$ cat src/rtl/wsf_pkg.sv
// Types and constants shared by the weight sample filter.
package wsf_pkg;

    typedef enum logic [2:0] {
        S_IDLE,
        S_AVG,
        S_MED,
        S_DLOAD,
        S_DRUN,
        S_FIN,
        S_EMIT
    } t_state;

    typedef enum logic [1:0] {
        MODE_PASS    = 2'd0,
        MODE_AVG     = 2'd1,
        MODE_IIR     = 2'd2,
        MODE_MED_IIR = 2'd3
    } t_mode;

    localparam logic OP_SAMPLE  = 1'b0;
    localparam logic OP_RESTART = 1'b1;

    localparam logic REG_MODE     = 1'b0;
    localparam logic REG_STRENGTH = 1'b1;

    localparam int MODE_W      = 2;
    localparam int STRENGTH_W  = 5;
    localparam int COUNT_W     = 32;

    localparam int AVG_MIN_WINDOW = 2;
    localparam int IIR_MIN_SHIFT  = 1;
    localparam int IIR_MAX_SHIFT  = 8;
    localparam int MED_TAPS       = 3;

endpackage

$ cat src/rtl/weight_sample_filter_core.sv
// Load-cell sample filter: pass-through, moving average, IIR and median-of-three IIR.
//
// One sample request is worked on at a time; o_in_ready is high only while the
// sequencer is idle. A request in pass-through mode, with an invalid mode/strength
// pair, as the IIR seeding sample or as a median warm-up sample goes straight to the
// emit step, which registers its result. A moving-average request passes through
// the window update, divider load, divider run, finish and emit steps; an IIR request
// skips the window update and a median IIR request has the median step in its place.
// The divider run uses the shared restoring divider, retiring one quotient bit per
// cycle of a quotient NUM_W = SAMPLE_BITS + clog2(MAX_WINDOW + 1) + 1 bits wide (30
// by default); it serves the moving-average sum / fill division and the IIR delta /
// 2^strength step, with round to nearest and ties away from zero. The window ring is a
// single-port memory read in the cycle before its update. A restart request clears the
// filter state in the cycle it is accepted and gives no result. A configuration write
// also clears the state; writes are expected only while the block is idle. A
// finished result sits in the output register until taken, and the next request
// may be accepted meanwhile; the sequencer only waits in its last step if the
// previous result has still not been taken. There is no clearing pass: window
// ring entries are read only after being written since the last clear.
module weight_sample_filter_core
    import wsf_pkg::*;
#(
    parameter int MAX_WINDOW  = 16,
    parameter int SAMPLE_BITS = 24
) (
    input  logic                          i_clk,
    input  logic                          i_rst_n,
    // configuration write port
    input  logic                          i_cfg_we,
    input  logic                          i_cfg_index,
    input  logic [STRENGTH_W-1:0]         i_cfg_data,
    // sample requests
    input  logic                          i_in_valid,
    output logic                          o_in_ready,
    input  logic                          i_opcode,
    input  logic signed [SAMPLE_BITS-1:0] i_raw_sample,
    // results
    output logic                          o_out_valid,
    input  logic                          i_out_ready,
    output logic signed [SAMPLE_BITS-1:0] o_filtered_value,
    output logic                          o_ready_flag,
    output logic                          o_config_error,
    output logic [COUNT_W-1:0]            o_accepted_total
);

    localparam int HEAD_W = $clog2(MAX_WINDOW);
    localparam int FILL_W = $clog2(MAX_WINDOW + 1);
    localparam int SUM_W  = SAMPLE_BITS + FILL_W;
    localparam int CMP_W  = (FILL_W > STRENGTH_W) ? FILL_W : STRENGTH_W;
    localparam int DEN_W  = (FILL_W > IIR_MAX_SHIFT + 1) ? FILL_W : IIR_MAX_SHIFT + 1;
    localparam int NUM_W  = SUM_W + 1;
    localparam int RES_W  = NUM_W + 2;
    localparam int CNT_W  = $clog2(NUM_W + 1);

    localparam logic signed [RES_W-1:0] SAT_HI =
        RES_W'((longint'(1) <<< (SAMPLE_BITS - 1)) - longint'(1));
    localparam logic signed [RES_W-1:0] SAT_LO =
        RES_W'(-(longint'(1) <<< (SAMPLE_BITS - 1)));

    // ---------------------------------------------------------------- state
    t_state                        r_state, n_state;
    t_mode                         r_mode, n_mode;
    logic [STRENGTH_W-1:0]         r_strength, n_strength;

    logic signed [SUM_W-1:0]       r_sum, n_sum;
    logic [HEAD_W-1:0]             r_head, n_head;
    logic [FILL_W-1:0]             r_fill, n_fill;
    logic [1:0]                    r_mhead, n_mhead;
    logic [1:0]                    r_mfill, n_mfill;
    logic signed [SAMPLE_BITS-1:0] r_held, n_held;
    logic                          r_rdy, n_rdy;
    logic [COUNT_W-1:0]            r_count, n_count;

    // per-request working registers
    logic signed [SAMPLE_BITS-1:0] r_x, n_x;
    logic                          r_seed, n_seed;
    logic                          r_err, n_err;
    logic                          r_base_en, n_base_en;
    logic signed [SUM_W-1:0]       r_num, n_num;
    logic [DEN_W-1:0]              r_den, n_den;
    logic [DEN_W-1:0]              r_rem, n_rem;
    logic [NUM_W-1:0]              r_quo, n_quo;
    logic                          r_neg, n_neg;
    logic [CNT_W-1:0]              r_cnt, n_cnt;

    // output register
    logic                          r_out_valid, n_out_valid;
    logic signed [SAMPLE_BITS-1:0] r_out_value, n_out_value;
    logic                          r_out_ready, n_out_ready;
    logic                          r_out_err, n_out_err;
    logic [COUNT_W-1:0]            r_out_total, n_out_total;

    // stores
    logic signed [SAMPLE_BITS-1:0] r_ring [MAX_WINDOW];
    logic signed [SAMPLE_BITS-1:0] r_rd_data;
    logic signed [SAMPLE_BITS-1:0] r_med [MED_TAPS];
    logic                          ring_we;
    logic                          med_we;

    // combinational helpers
    logic                          cfg_ok;
    logic                          clear;
    logic                          win_full;
    logic signed [SUM_W-1:0]       drop;
    logic [1:0]                    mfill_inc;
    logic signed [SAMPLE_BITS-1:0] med_lo, med_hi, med_mid, med_val;
    logic [SUM_W-1:0]              mag;
    logic [DEN_W:0]                trial;
    logic                          qbit;
    logic signed [RES_W-1:0]       q_s, adj, base, total;

    // ------------------------------------------------ configuration check
    always_comb begin
        cfg_ok = 1'b0;
        unique case (r_mode) inside
            MODE_PASS: cfg_ok = 1'b1;
            MODE_AVG: cfg_ok = (CMP_W'(r_strength) >= CMP_W'(AVG_MIN_WINDOW)) &&
                               (CMP_W'(r_strength) <= CMP_W'(MAX_WINDOW));
            MODE_IIR, MODE_MED_IIR:
                cfg_ok = (r_strength >= STRENGTH_W'(IIR_MIN_SHIFT)) &&
                         (r_strength <= STRENGTH_W'(IIR_MAX_SHIFT));
        endcase
    end

    // median of the three stored samples
    always_comb begin
        med_lo  = (r_med[0] < r_med[1]) ? r_med[0] : r_med[1];
        med_hi  = (r_med[0] < r_med[1]) ? r_med[1] : r_med[0];
        med_mid = (med_hi < r_med[2]) ? med_hi : r_med[2];
        med_val = (med_lo > med_mid) ? med_lo : med_mid;
    end

    assign o_in_ready = (r_state == S_IDLE);

    // ------------------------------------------------ sequencer
    always_comb begin
        n_state     = r_state;
        n_mode      = r_mode;
        n_strength  = r_strength;
        n_sum       = r_sum;
        n_head      = r_head;
        n_fill      = r_fill;
        n_mhead     = r_mhead;
        n_mfill     = r_mfill;
        n_held      = r_held;
        n_rdy       = r_rdy;
        n_count     = r_count;
        n_x         = r_x;
        n_seed      = r_seed;
        n_err       = r_err;
        n_base_en   = r_base_en;
        n_num       = r_num;
        n_den       = r_den;
        n_rem       = r_rem;
        n_quo       = r_quo;
        n_neg       = r_neg;
        n_cnt       = r_cnt;
        n_out_valid = r_out_valid;
        n_out_value = r_out_value;
        n_out_ready = r_out_ready;
        n_out_err   = r_out_err;
        n_out_total = r_out_total;
        ring_we     = 1'b0;
        med_we      = 1'b0;
        clear       = 1'b0;
        win_full    = 1'b0;
        drop        = '0;
        mfill_inc   = r_mfill;
        mag         = '0;
        trial       = '0;
        qbit        = 1'b0;
        q_s         = '0;
        adj         = '0;
        base        = '0;
        total       = '0;

        if (r_out_valid && i_out_ready) begin
            n_out_valid = 1'b0;
        end

        unique case (r_state)
            S_IDLE: begin
                if (i_in_valid) begin
                    if (i_opcode == OP_RESTART) begin
                        clear = 1'b1;
                    end else begin
                        n_x    = i_raw_sample;
                        n_err  = !cfg_ok;
                        n_seed = (r_count == '0);
                        if (!cfg_ok) begin
                            n_state = S_EMIT;
                        end else begin
                            n_count = r_count + COUNT_W'(1);
                            unique case (r_mode)
                                MODE_PASS: begin
                                    n_held  = i_raw_sample;
                                    n_rdy   = 1'b1;
                                    n_state = S_EMIT;
                                end
                                MODE_AVG: begin
                                    n_state = S_AVG;
                                end
                                MODE_IIR: begin
                                    n_rdy = 1'b1;
                                    if (r_count == '0) begin
                                        n_held  = i_raw_sample;
                                        n_state = S_EMIT;
                                    end else begin
                                        n_num     = SUM_W'(i_raw_sample) - SUM_W'(r_held);
                                        n_den     = DEN_W'(1) << r_strength;
                                        n_base_en = 1'b1;
                                        n_state   = S_DLOAD;
                                    end
                                end
                                MODE_MED_IIR: begin
                                    med_we  = 1'b1;
                                    n_mhead = (r_mhead == 2'(MED_TAPS - 1)) ? 2'd0
                                                                            : r_mhead + 2'd1;
                                    if (r_mfill != 2'(MED_TAPS)) begin
                                        mfill_inc = r_mfill + 2'd1;
                                    end
                                    n_mfill = mfill_inc;
                                    if (mfill_inc != 2'(MED_TAPS)) begin
                                        // warm-up: hold, seeded by the first sample
                                        n_rdy = 1'b0;
                                        if (r_count == '0) begin
                                            n_held = i_raw_sample;
                                        end
                                        n_state = S_EMIT;
                                    end else begin
                                        n_rdy   = 1'b1;
                                        n_state = S_MED;
                                    end
                                end
                            endcase
                        end
                    end
                end
            end

            S_AVG: begin
                // r_rd_data holds the entry about to be overwritten
                win_full = (CMP_W'(r_fill) == CMP_W'(r_strength));
                if (win_full) begin
                    drop = SUM_W'(r_rd_data);
                end else begin
                    n_fill = r_fill + FILL_W'(1);
                end
                ring_we   = 1'b1;
                n_sum     = r_sum - drop + SUM_W'(r_x);
                n_head    = (CMP_W'(r_head) + CMP_W'(1) == CMP_W'(r_strength)) ? '0
                                                                             : r_head + HEAD_W'(1);
                n_rdy     = (CMP_W'(n_fill) == CMP_W'(r_strength));
                n_num     = n_sum;
                n_den     = DEN_W'(n_fill);
                n_base_en = 1'b0;
                n_state   = S_DLOAD;
            end

            S_MED: begin
                if (r_seed) begin
                    n_held  = med_val;
                    n_state = S_EMIT;
                end else begin
                    n_num     = SUM_W'(med_val) - SUM_W'(r_held);
                    n_den     = DEN_W'(1) << r_strength;
                    n_base_en = 1'b1;
                    n_state   = S_DLOAD;
                end
            end

            S_DLOAD: begin
                // dividend is |num| + den/2 for round to nearest
                n_neg = r_num[SUM_W-1];
                mag   = r_num[SUM_W-1] ? SUM_W'(-r_num) : SUM_W'(r_num);
                n_quo = NUM_W'(mag) + NUM_W'(r_den >> 1);
                n_rem = '0;
                n_cnt = CNT_W'(NUM_W);
                n_state = S_DRUN;
            end

            S_DRUN: begin
                trial = {r_rem, r_quo[NUM_W-1]};
                if (trial >= {1'b0, r_den}) begin
                    n_rem = DEN_W'(trial - {1'b0, r_den});
                    qbit  = 1'b1;
                end else begin
                    n_rem = trial[DEN_W-1:0];
                end
                n_quo = {r_quo[NUM_W-2:0], qbit};
                n_cnt = r_cnt - CNT_W'(1);
                if (r_cnt == CNT_W'(1)) begin
                    n_state = S_FIN;
                end
            end

            S_FIN: begin
                q_s = RES_W'({2'b00, r_quo});
                adj = r_neg ? -q_s : q_s;
                if (r_base_en) begin
                    base = RES_W'(r_held);
                end
                total = base + adj;
                if (total > SAT_HI) begin
                    n_held = SAMPLE_BITS'(SAT_HI);
                end else if (total < SAT_LO) begin
                    n_held = SAMPLE_BITS'(SAT_LO);
                end else begin
                    n_held = SAMPLE_BITS'(total);
                end
                n_state = S_EMIT;
            end

            S_EMIT: begin
                if (!r_out_valid || i_out_ready) begin
                    n_out_valid = 1'b1;
                    n_out_value = r_held;
                    n_out_ready = r_err ? 1'b0 : r_rdy;
                    n_out_err   = r_err;
                    n_out_total = r_count;
                    n_state     = S_IDLE;
                end
            end
        endcase

        if (i_cfg_we) begin
            clear = 1'b1;
            unique case (i_cfg_index)
                REG_MODE:     n_mode     = t_mode'(i_cfg_data[MODE_W-1:0]);
                REG_STRENGTH: n_strength = i_cfg_data;
            endcase
        end

        if (clear) begin
            n_sum   = '0;
            n_head  = '0;
            n_fill  = '0;
            n_mhead = '0;
            n_mfill = '0;
            n_held  = '0;
            n_rdy   = 1'b0;
            n_count = '0;
        end
    end

    // control and filter state
    always_ff @(posedge i_clk) begin
        if (!i_rst_n) begin
            r_state     <= S_IDLE;
            r_mode      <= MODE_PASS;
            r_strength  <= STRENGTH_W'(1);
            r_sum       <= '0;
            r_head      <= '0;
            r_fill      <= '0;
            r_mhead     <= '0;
            r_mfill     <= '0;
            r_held      <= '0;
            r_rdy       <= 1'b0;
            r_count     <= '0;
            r_cnt       <= '0;
            r_out_valid <= 1'b0;
        end else begin
            r_state     <= n_state;
            r_mode      <= n_mode;
            r_strength  <= n_strength;
            r_sum       <= n_sum;
            r_head      <= n_head;
            r_fill      <= n_fill;
            r_mhead     <= n_mhead;
            r_mfill     <= n_mfill;
            r_held      <= n_held;
            r_rdy       <= n_rdy;
            r_count     <= n_count;
            r_cnt       <= n_cnt;
            r_out_valid <= n_out_valid;
        end
    end

    // working and result payload
    always_ff @(posedge i_clk) begin
        r_x         <= n_x;
        r_seed      <= n_seed;
        r_err       <= n_err;
        r_base_en   <= n_base_en;
        r_num       <= n_num;
        r_den       <= n_den;
        r_rem       <= n_rem;
        r_quo       <= n_quo;
        r_neg       <= n_neg;
        r_out_value <= n_out_value;
        r_out_ready <= n_out_ready;
        r_out_err   <= n_out_err;
        r_out_total <= n_out_total;
    end

    // window ring: one write, one registered read at the head
    always_ff @(posedge i_clk) begin
        if (ring_we) begin
            r_ring[r_head] <= r_x;
        end
        r_rd_data <= r_ring[r_head];
    end

    // median taps
    always_ff @(posedge i_clk) begin
        if (med_we) begin
            r_med[r_mhead] <= i_raw_sample;
        end
    end

    assign o_out_valid      = r_out_valid;
    assign o_filtered_value = r_out_value;
    assign o_ready_flag     = r_out_ready;
    assign o_config_error   = r_out_err;
    assign o_accepted_total = r_out_total;

    // ------------------------------------------------ assertions
    a_fill_bound: assert property (@(posedge i_clk) disable iff (!i_rst_n)
        (r_mode == MODE_AVG && cfg_ok) |-> (CMP_W'(r_fill) <= CMP_W'(r_strength)))
        else $error("window fill beyond configured length");

    a_restart_clears: assert property (@(posedge i_clk) disable iff (!i_rst_n)
        (o_in_ready && i_in_valid && i_opcode == OP_RESTART)
        |=> (r_count == '0 && r_fill == '0 && r_mfill == '0))
        else $error("restart request did not clear filter state");

    a_rem_below_den: assert property (@(posedge i_clk) disable iff (!i_rst_n)
        (r_state == S_DRUN) |-> (r_rem < r_den))
        else $error("divider remainder not below divisor");

    a_mhead_range: assert property (@(posedge i_clk) disable iff (!i_rst_n)
        (r_mhead != 2'(MED_TAPS)) && (r_mfill <= 2'(MED_TAPS)))
        else $error("median ring pointer out of range");

endmodule
$ cat config.mk
export PLATFORM = sky130hd
export DESIGN_NAME = weight_sample_filter_core
export DESIGN_NICKNAME = d
export VERILOG_FILES = /design/src/rtl/wsf_pkg.sv /design/src/rtl/weight_sample_filter_core.sv
export SDC_FILE = /design/constraint.sdc
export NUM_CORES = 2
export LEC_CHECK = 0
export BUFFER_PORTS_ARGS = -buffer_cell sky130_fd_sc_hd__buf_2
export CORE_AREA = 2 2 261 263
export DETAILED_ROUTE_END_ITERATION = 16
export DIE_AREA = 0 0 263 265
export PLACE_DENSITY = 0.81
export SYNTH_ARGS = -nofsm -noshare
export SYNTH_HDL_FRONTEND = slang
export SYNTH_SLANG_ARGS = --single-unit
$ cat constraint.sdc
create_clock -name i_clk -period 13.5 [get_ports i_clk]
set_input_delay 2.7 -clock i_clk [delete_from_list [all_inputs] [get_ports i_clk]]
set_output_delay 2.7 -clock i_clk [all_outputs]
set_load 0.02 [all_outputs]
==> implementation parameters <==
Parameter                              Value

Outcome
  Outcome ... finished clean

Global routing
  Largest net degree at the start of global routing ... 75
  Vias in the first global route ... 27.1k
  Gr usage total ... 31.0%
  Total grt overflow ... 0
  Number of antenna violations at the first check in global routing ... 2
  Global-route wire length before repair ... 164 mm

Timing
  Rel. slew slack ... 23.8%
  RSZ-0062 raised after global routing ... no
  Setup Viol. Count Final ... 0
  Hold slack final ... 0.456 ns
  Sum of negative setup slack ... 0 ns
  Fmax ... 0.0796 GHz
  Measured slew at the worst slew-check pin ... 1.14 ns
  Final critical-path required period ... 12.57 ns
  Setup skew after layout ... 0.0439 ns
  Final period util ... 93.1%
  Final count of hold timing violations ... 0
  Count of pins over their slew limit ... 0

Synth
  Nets in the synthesized netlist ... 3690
  Synthesis warning total ... 0
  Most common cell in the synthesized netlist ... edfxtp_1
  Synth async-reset ratio ... 0%
  Share of the synthesized area in the top cell type ... 46.1%
  Synth cell count leaders ... edfxtp_1, inv_1, nand2_1
  Yosys top cell by area ... edfxtp_1
  Number of distinct library cells after synthesis ... 75
  Number of enable flip-flop cells after synthesis ... 619
  Seq cells post-synth ... 758
  Post-synth design cell area ... 40300 µm²
  Top post-synthesis cells by area ... edfxtp_1, dfxtp_1, mux4_2
  Leading register cell type out of synthesis ... edfxtp_1
  Avg Cell Area, Syn ... 11.8 µm²
  Fraction of the yosys area taken by sequential cells ... 53.0%
  Synthesized instance count ... 3415

Setup path
  Worst EP required ... 13.90 ns
  Reg-to-Reg Start ... r_med[1][9]$_DFFE_PP_
  Element type at the critical path start ... register
  Critical-path top delay cell ... a2111oi_0
  Setup slack of the most critical reg-to-reg path ... 0.93 ns
  Crit path from ... r_med[1][9]$_DFFE_PP_
  Critical path type ... reg -> reg
  Max incr delay on CP ... 0.64 ns
  Arrival time of the worst setup path ... 12.96 ns
  Worst path most repeated cell ... a21o_1
  Kind of capture point of the worst setup path ... register
  CP max FO ... 38

Die
  Placement row count ... 95
  Total die area ... 69700 µm²
  Boundary Pins ... 96
  Area of the placeable core ... 66800 µm²
  Floorplan die width ... 263 µm
  Initial Utilization ... 60.3%
  Chip height ... 265 µm

Layout
  Final standard cell count with taps included and fillers excluded ... 4439
  Fraction of final layout cells with drive strength greater than 1 ... 13.3%
  Post-layout instance area ... 44400 µm²
  Final core area utilization ... 66.5%
  Diodes inserted ... 0
  # nets final ... 3779
  Synth-to-layout area growth ... 10.2%

Drt
  Detailed-route wire length per cell ... 24.3 µm
  Number of DRC violations after detailed routing ... 0
  Number of optimization iterations in the first detailed-route pass ... 7
  Wire length after detailed routing ... 108 mm
  Overall via count from detail_route ... 28.3k
  Vias per cell ... 6.37
  Antenna-violating nets left ... 0
  Number of design-rule violations left by the first detailed-router iteration ... 3135

Hold path
  Origin of the worst min-delay path ... r_sum[24]$_SDFFE_PP0P_
  Type of the tightest min-delay check ... reg -> reg

Power and ir drop
  Highest ir drop seen on vdd ... 0.132 mV
  Power density cells ... 161 nW/µm²
  Leakage power summed over all cells ... 16.2 nW

Flow run
  Max-Cap Viols ... 0

Clock network
  Latest clock arrival within the worst-skew pair ... 0.66 ns
  # H-tree levels ... 3
  Clock tree from TritonCTS ... yes
  Hold-fix buffers, CTS ... 0
  CTS buffer count ... 76
  Count of clock tree sinks ... 758
  Worst-case clock buffer depth ... 3
  Clock tree root buffer cell ... clkbuf_16
  Register clock-pin slew on the reported worst setup and hold paths ... 0.06 ns

Place
  Port Buf Inserts ... 95
  Post-placement cell area ... 41900 µm²
  Total instance count after detailed placement ... 4299
  Routability congestion estimate from global placement ... 0.968
  DPL Wire Length ... 71.8 mm
[worst max-delay path, delay by kind of cell (launching register included)]
kind            cells  cell delay (ns)
compound gates     27             7.22
simple gates        6             1.28
fa+ha+maj           5             1.25
buf+inv             5             1.09
mux                 2             0.70
flops               1             0.41
xor+xnor            1             0.29
[cell families after synthesis]
group	share of synthesized area [%]
XOR/XNOR	4.51
adder cells (fa/ha/maj)	8.03
AO/OA/AOI/OAI	11.8
multiplexers	8.34
AND/OR/NAND/NOR	10.5
flip-flops	53.0
buffers and inverters	3.79
[state kept, by name (all words and copies together) (netlist names), 29 cells and up]
name / count
r_med: 72
o_accepted_total: 32
r_count: 32
r_ring: 384
r_quo: 30
r_sum: 29
r_num: 29
[area by class of cell]
type                    instances  area (µm²)
fillers                      4851       22400
repair buffers                150         888
clock buffers                 106        2130
flip-flops and latches        758       21400
clock inverters                34         367
well taps                     873        1090
multi-input cells            2253       17600
inverters                     265         995
[per-stage QoR]
| stage | worst slack, ns | total power (W) |
|---|---|---|
| finish | 0.934 | 0.00713 |
| CTS | 0.808 | 0.00712 |
| floorplan | 3.27 | 0.00443 |
| global placement | 1.23 | 0.00497 |
| detailed placement | 0.910 | 0.00501 |
| global route | 0.119 | 0.00745 |
[metal layers]
| layer | GRT usage, % | share of wire [%] |
|---|---|---|
| met1 | 41.3 | 40 |
| met2 | 51.4 | 48 |
| met3 | 4.81 | 7.7 |
| met4 | 12.4 | 4.0 |
| met5 | 0 | 0 |
[cells in the final DEF, fill, tap and decap left out, drive strengths merged, types with 37 or more instances in the layout]
master    n
xnor2   120
a21o     56
buf     150
a21oi   221
mux2i    41
nor2    227
nand4    37
and2     52
nand3    70
mux4    120
nor3     52
a31oi    44
o21ai   156
nand2   248
dfxtp   139
edfxtp  619
inv     269
clkbuf  106
xor2     86
ha      206
[path summary, 6_finish.rpt]
| path | end | cells after the start |
|---|---|---|
| setup / recovery | r_num[28]$_DFFE_PP_ | 46 |
| hold / removal | r_sum[24]$_SDFFE_PP0P_ | 2 |
| setup reg to reg | r_num[28]$_DFFE_PP_ | 46 |
| hold reg to reg | r_sum[24]$_SDFFE_PP0P_ | 2 |
[power breakdown]
part / internal (W) / switching, W / total (W)
sequential: 0.00281 / 0.000200 / 0.00300
clock: 0.00115 / 0.000959 / 0.00211
combinational: 0.000752 / 0.00127 / 0.00202
total: 0.00471 / 0.00243 / 0.00713
[what timing repair did]
| item | in CTS | in global routing |
|---|---|---|
| endpoints found under the setup margin | 0 | 3 |
| gates resized for setup | 0 | 3 |
| setup buffers | 0 | 0 |
No activity file was read; power rests on OpenSTA's default activity.
